File: src/hdl/pct_pkg.sv
// ---------------------------------------------------------------------------
// Packet coalescing table package
// Types and codes shared by the table core and its checker.
// ---------------------------------------------------------------------------
package pct_pkg;

  typedef enum logic [1:0] {
    ST_IDLE,
    ST_SCAN,
    ST_DONE
  } state_t;

  typedef struct packed {
    logic [7:0] id;
    logic [7:0] len;
    logic [7:0] off;
  } entry_t;

  localparam logic       MODE_OFFER = 1'b0;
  localparam logic       MODE_SEND  = 1'b1;

  localparam logic [2:0] ACT_APPEND   = 3'd0;
  localparam logic [2:0] ACT_REPLACE  = 3'd1;
  localparam logic [2:0] ACT_MISMATCH = 3'd2;
  localparam logic [2:0] ACT_FULL     = 3'd3;
  localparam logic [2:0] ACT_SENT     = 3'd4;

  localparam logic       REG_MAX_FRAME = 1'b0;
  localparam logic [7:0] MAX_FRAME_RESET = 8'd252;

endpackage

File: src/hdl/packet_coalescing_table_core.sv
// ---------------------------------------------------------------------------
// Packet coalescing table core
// An item is taken in only while the block is idle. The scan then reads the
// stored entries in turn, and the result moves to the output register before
// the next item can be taken in. A hit or a frame that fills up early ends
// the scan at that entry, one read a cycle from the entry memory. A stalled
// result holds the block in its last step.
// Reset empties the table, restores max_frame_length and clears out_valid.
// ---------------------------------------------------------------------------
module packet_coalescing_table_core
  import pct_pkg::*;
#(
  parameter int MAX_ENTRIES   = 8,
  parameter int TRAILER_BYTES = 2
) (
  input  logic        clk,
  input  logic        rst,
  input  logic        psel,
  input  logic        penable,
  input  logic        pwrite,
  input  logic [2:0]  paddr,
  input  logic [31:0] pwdata,
  output logic [31:0] prdata,
  output logic        pready,
  input  logic        in_valid,
  output logic        in_ready,
  input  logic        mode,
  input  logic [7:0]  msg_id,
  input  logic [7:0]  msg_length,
  output logic        out_valid,
  input  logic        out_ready,
  output logic [2:0]  action,
  output logic [7:0]  buffer_offset,
  output logic [7:0]  frame_length,
  output logic [7:0]  entries_sent
);

  localparam int CNT_W = $clog2(MAX_ENTRIES + 1);
  localparam int IDX_W = (MAX_ENTRIES > 1) ? $clog2(MAX_ENTRIES) : 1;
  localparam logic [CNT_W-1:0] CNT_MAX  = CNT_W'(MAX_ENTRIES);
  localparam logic [7:0]       TRAILER8 = 8'(TRAILER_BYTES);

  state_t state, state_next;

  logic [7:0]       max_frame_length;
  logic             op_mode;
  logic [7:0]       op_id;
  logic [7:0]       op_len;
  logic [CNT_W-1:0] entry_count, entry_count_next;
  logic [7:0]       end_off, end_off_next;
  logic [CNT_W-1:0] idx, idx_next;
  logic             pend, pend_next;
  logic             pend_first, pend_first_next;
  logic [7:0]       size, size_next;
  logic [CNT_W-1:0] taken, taken_next;
  logic [2:0]       res_action, res_action_next;
  logic [7:0]       res_offset, res_offset_next;
  logic [7:0]       res_flen, res_flen_next;
  logic [CNT_W-1:0] res_cnt, res_cnt_next;
  logic             load_out;

  entry_t           mem [MAX_ENTRIES];
  entry_t           rd_data;
  entry_t           mem_wdata;
  logic             mem_we;
  logic [IDX_W-1:0] mem_waddr;

  logic [8:0]       sum9;
  logic             stop;
  logic [7:0]       append_off;

  // Configuration port
  assign pready = 1'b1;
  assign prdata = (paddr[2] == REG_MAX_FRAME) ? {24'd0, max_frame_length} : 32'd0;

  always_ff @(posedge clk) begin
    if (rst) begin
      max_frame_length <= MAX_FRAME_RESET;
    end else if (psel && penable && pwrite && pready && paddr[2] == REG_MAX_FRAME) begin
      max_frame_length <= pwdata[7:0];
    end
  end

  // Entry memory: one write and one registered read per cycle
  always_ff @(posedge clk) begin
    if (mem_we) begin
      mem[mem_waddr] <= mem_wdata;
    end
    rd_data <= mem[idx[IDX_W-1:0]];
  end

  assign in_ready   = (state == ST_IDLE);
  assign sum9       = {1'b0, size} + {1'b0, rd_data.len};
  assign append_off = (entry_count == '0) ? 8'd0 : end_off;

  always_comb begin
    state_next       = state;
    entry_count_next = entry_count;
    end_off_next     = end_off;
    idx_next         = idx;
    pend_next        = pend;
    pend_first_next  = pend_first;
    size_next        = size;
    taken_next       = taken;
    res_action_next  = res_action;
    res_offset_next  = res_offset;
    res_flen_next    = res_flen;
    res_cnt_next     = res_cnt;
    load_out         = 1'b0;
    mem_we           = 1'b0;
    mem_waddr        = entry_count[IDX_W-1:0];
    mem_wdata        = '{id: op_id, len: op_len, off: append_off};
    stop             = 1'b0;

    unique case (state)
      ST_IDLE: begin
        if (in_valid) begin
          state_next = ST_SCAN;
          idx_next   = '0;
          pend_next  = 1'b0;
          size_next  = TRAILER8;
          taken_next = '0;
        end
      end

      ST_SCAN: begin
        // The read issued now returns next cycle; the one issued last cycle is checked now.
        if (idx != entry_count) begin
          idx_next        = idx + 1'b1;
          pend_next       = 1'b1;
          pend_first_next = (idx == '0);
        end else begin
          pend_next = 1'b0;
        end

        if (op_mode == MODE_SEND) begin
          if (pend) begin
            if (pend_first) begin
              size_next  = rd_data.len + TRAILER8;
              taken_next = CNT_W'(1);
            end else if (sum9 > {1'b0, max_frame_length}) begin
              stop = 1'b1;
            end else begin
              size_next  = sum9[7:0];
              taken_next = taken + 1'b1;
            end
          end
          if (stop || idx == entry_count) begin
            res_action_next  = ACT_SENT;
            res_offset_next  = 8'd0;
            res_flen_next    = size_next;
            res_cnt_next     = taken_next;
            entry_count_next = '0;
            state_next       = ST_DONE;
          end
        end else begin
          if (pend && rd_data.id == op_id) begin
            res_flen_next = 8'd0;
            res_cnt_next  = '0;
            if (rd_data.len == op_len) begin
              res_action_next = ACT_REPLACE;
              res_offset_next = rd_data.off;
            end else begin
              res_action_next = ACT_MISMATCH;
              res_offset_next = 8'd0;
            end
            state_next = ST_DONE;
          end else if (idx == entry_count) begin
            res_flen_next = 8'd0;
            res_cnt_next  = '0;
            if (entry_count < CNT_MAX) begin
              mem_we           = 1'b1;
              entry_count_next = entry_count + 1'b1;
              end_off_next     = append_off + op_len;
              res_action_next  = ACT_APPEND;
              res_offset_next  = append_off;
            end else begin
              res_action_next = ACT_FULL;
              res_offset_next = 8'd0;
            end
            state_next = ST_DONE;
          end
        end
      end

      ST_DONE: begin
        if (!out_valid || out_ready) begin
          load_out   = 1'b1;
          state_next = ST_IDLE;
        end
      end

      default: begin
        state_next = ST_IDLE;
      end
    endcase
  end

  always_ff @(posedge clk) begin
    if (rst) begin
      state       <= ST_IDLE;
      entry_count <= '0;
      pend        <= 1'b0;
    end else begin
      state       <= state_next;
      entry_count <= entry_count_next;
      pend        <= pend_next;
    end
  end

  always_ff @(posedge clk) begin
    end_off    <= end_off_next;
    idx        <= idx_next;
    pend_first <= pend_first_next;
    size       <= size_next;
    taken      <= taken_next;
    res_action <= res_action_next;
    res_offset <= res_offset_next;
    res_flen   <= res_flen_next;
    res_cnt    <= res_cnt_next;
    if (in_valid && in_ready) begin
      op_mode <= mode;
      op_id   <= msg_id;
      op_len  <= msg_length;
    end
  end

  // Output register: a finished item waits here while the next one is taken in.
  always_ff @(posedge clk) begin
    if (rst) begin
      out_valid <= 1'b0;
    end else if (load_out) begin
      out_valid <= 1'b1;
    end else if (out_ready) begin
      out_valid <= 1'b0;
    end
  end

  always_ff @(posedge clk) begin
    if (load_out) begin
      action        <= res_action;
      buffer_offset <= res_offset;
      frame_length  <= res_flen;
      entries_sent  <= 8'(res_cnt);
    end
  end

endmodule

File: config.mk
export PLATFORM = sky130hd
export DESIGN_NAME = packet_coalescing_table_core
export DESIGN_NICKNAME = d
export VERILOG_FILES = /design/src/hdl/pct_pkg.sv /design/src/hdl/packet_coalescing_table_core.sv
export SDC_FILE = /design/constraint.sdc
export NUM_CORES = 1
export LEC_CHECK = 0
export CAP_MARGIN = 0
export CORE_MARGIN = 2
export CORE_UTILIZATION = 25
export CTS_CLUSTER_DIAMETER = 50
export DETAILED_ROUTE_END_ITERATION = 6
export DONT_BUFFER_PORTS = 1
export PLACE_DENSITY_LB_ADDON = 0.2
export SETUP_SLACK_MARGIN = 0.2
export SLEW_MARGIN = 30
export SYNTH_ARGS = -nofsm -noshare
export SYNTH_HDL_FRONTEND = slang
export SYNTH_SLANG_ARGS = --single-unit
File: constraint.sdc
create_clock -name clk -period 5.3 [get_ports clk]
set_input_delay 0.53 -clock clk [delete_from_list [all_inputs] [get_ports clk]]
set_output_delay 0.53 -clock clk [all_outputs]
set_load 0.03 [all_outputs]
==> impl_metrics.yaml <==
logic_synthesis:
  yosysTopAreaCellShare: 0.628
  ys_ff_latch: 320
  synth.distinct_cells: 73
  synthTopCellsByArea: "edfxtp_1, mux4_2, dfxtp_1, ha_1, mux2_2"
  synth_cells: 816
  yosysMostFrequentCell: "edfxtp_1"
  syn_area_um2: 13400
  synth_top_flop_cell: "edfxtp_1"
  yosysTopAreaCell: "edfxtp_1"
  synth_edf_count: 280
  yosysWarnings: 0
  yosysSeqAreaShare: 0.688
  ys_async_sr_fraction: 0
  yosys-top-cells-count: "edfxtp_1, mux4_2, dfxtp_1, nand2_1, nor2_1"
  syn_avg_cell_area_um2: 16.4
place:
  dp_hpwl_mm: 18.9
  portBuffers: 0
  finalWeightedCongestion: 0.757
  place_inst: 1490
sta:
  slew_viol_final: 0
  layout_min_cycle_time_ps: 4130
  fmax_mhz: 242
  timing.slew.headroom: 0.434
  timing.hold.ws_ps: 46.7
  worst_slew_pin_slew_ps: 850
  setup_viol: 0
  finalHoldViolations: 0
  skew_ps: 27.2
  post-route-period-util: 0.780
  tns_ps: 0
  rsz0062_at_grt: "no"
setup_path:
  critPathRequiredTime_ps: 5540
  max_stage_delay_ps: 430
  cpMaxStageDelayCell: "fa_1"
  worstSetupEndpointType: "flop"
  critPathLaunchType: "flop"
  worst-path-max-fanout: 23
  crit_arrival_ps: 4370
  rr_startpoint: "size[0]"
  crit_chain: "ha_1 -> fa_1 -> a211oi_2 -> o21bai_1 -> a21oi_1 -> xnor2_1 -> ha_1 -> a21o_1 -> a21o_1 -> o211ai_2 -> a21oi_1 -> o31ai_1 -> inv_2"
  r2r_slack_ps: 1170
  critical_path.reg2reg.endpoint: "res_offset[3]"
  reg2reg_depth: 13
  crit_type: "reg -> reg"
floorplanning:
  num_io_pins: 121
  die_area_um2: 55400
  core_um2: 52800
  die_w_um: 235
  die_y_um: 235
  initial_core_util: 0.254
  rows: 84
cells_and_area:
  multi_input_area_um2: 3850
  layout-drive-gt1-share: 0.214
  diodes: 0
  final_nets: 939
  fin_cells: 1572
  final_util: 0.297
  area_growth_pct: 17.0
  fillers: 5202
  regArea_um2: 9210
global_route:
  antenna_found_initial: 1
  grt_pass1_vias: 7132
  grt_pass1_wl_mm: 47.2
  grtUsageTotal: 0.114
  grt_max_degree: 52
  gr-total-overflow: 0
route:
  via_per_inst: 4.39
  wl_per_cell_um: 20.0
  firstDrtPassIters: 6
  vias: 6908
  postRouteAntennaNets: 0
  drc: 0
  drtIter0Drc: 495
  wl_mm: 31.5
clock_tree:
  cts_buffers: 43
  clk_latency_ps: 580
  htree_levels: 2
  clkSinkCount: 320
  cts-root-buf: "clkbuf_16"
  cts_tree: "done"
  clk_pin_slew_ps: 50
  cts_max_path_buffers: 3
power_and_ir_drop:
  peakVddDrop_mv: 0.193
  leakagePower_uw: 0.00521
  power_density_nw_per_um2: 438
status:
  status: "finished, final reports clean"
min_path:
  hp-class: "in -> reg"
  hold_start: "msg_id[7]"
  whs_path_depth: 0
  whs_endpoint: "op_id[7]"
flow_run:
  drv_cap: 0
## critical path, delay by kind of cell, from the launching register on
| family | cells | cell delay (ps) |
|---|---|---|
| compound gates | 8 | 1850 |
| xor+xnor | 1 | 190 |
| fa+ha+maj | 3 | 990 |
| buf+inv | 1 | 320 |
| flops | 1 | 420 |
## how the worst max path moves through the flow
stage | endpoint | slack [ps] | from
after floorplan | mem[0][0] | 1310 | idx[1]
after detailed placement | res_offset[4] | 860 | size[0]
final | res_offset[3] | 1170 | size[0]
after global routing | res_flen[0] | 840 | size[0]
after global placement | res_offset[2] | 940 | size[0]
after CTS | res_offset[4] | 840 | size[0]
## placed cells by master (no fill, tap or decap), types with 3 or more instances in the layout
cell        instances
a211o_1             8
a211oi_1            9
a21boi_0            4
a21o_1              6
a21oi_1            33
and2_1              8
and3_1              3
buf_4              17
clkbuf_1            8
clkbuf_16          43
clkbuf_8            7
clkinv_1            4
clkinv_2            5
clkinvlp_4          3
conb_1             29
dfxtp_1            40
edfxtp_1          280
ha_1               29
inv_1              30
inv_6               5
mux2_2             24
mux4_2             48
nand2_1            40
nand2b_1            9
nand3_1            12
nand4_1             5
nor2_1             37
nor2_2              3
nor2b_1             6
nor3_1              5
nor3_2              3
nor3_4              3
nor3b_1             4
o21ai_0             5
o22ai_1             3
o2bb2ai_1           4
o31ai_1             5
or4_1               3
xnor2_1            27
xor2_1              7
## registers in the layout, indices dropped and copies added (netlist names), 8 cells and up
register,cells
op_id,8
op_len,8
frame_length,8
end_off,8
res_offset,8
size,8
rd_data,24
res_flen,8
buffer_offset,8
max_frame_length,8
mem,192
## metrics by stage
stage               setup WS, ps  total power (uW)  cell area, um2
floorplan                   1310              3810           13500
global placement             940              4070           14200
detailed placement           865              4080           14200
global route                 839              7170           15700
finish                      1170              6860           15700
CTS                          845              6980           15700
## final cells by class
class | instances | share of cell area
clock inverters | 22 | 0.0143
clock buffers | 58 | 0.0768
inverters | 32 | 0.00767
repair buffers | 21 | 0.0120
multi-input cells | 431 | 0.246
well taps | 688 | 0.0550
flip-flops and latches | 320 | 0.588
## per-layer routing
metal	part of all wire	vias to the layer above	track usage
li1	-	3171	-
met1	0.45	3499	0.149
met2	0.48	184	0.186
met3	0.049	52	0.0246
met4	0.025	2	0.0440
met5	0.00041	-	0
## power breakdown
group	internal, uW	switching, uW
clock	1710	1140
sequential	2870	114
combinational	439	583
## logic make-up after synthesis
kind of cell	Yosys count	share of synthesized area
AO/OA/AOI/OAI	103	0.0579
adder cells (fa/ha/maj)	31	0.0301
multiplexers	75	0.104
XOR/XNOR	36	0.0247
buffers and inverters	92	0.0359
flip-flops	320	0.688
other	2	0.000561
AND/OR/NAND/NOR	157	0.0594
## timing repair
| action | 4_1_cts | 5_1_grt |
|---|---|---|
| endpoints found under the hold margin | 5 | 0 |
| hold buffers | 2 | 0 |
| buffers inserted | 0 | 0 |
| resized for setup | 0 | 0 |
No activity file was read; power rests on OpenSTA's default activity.
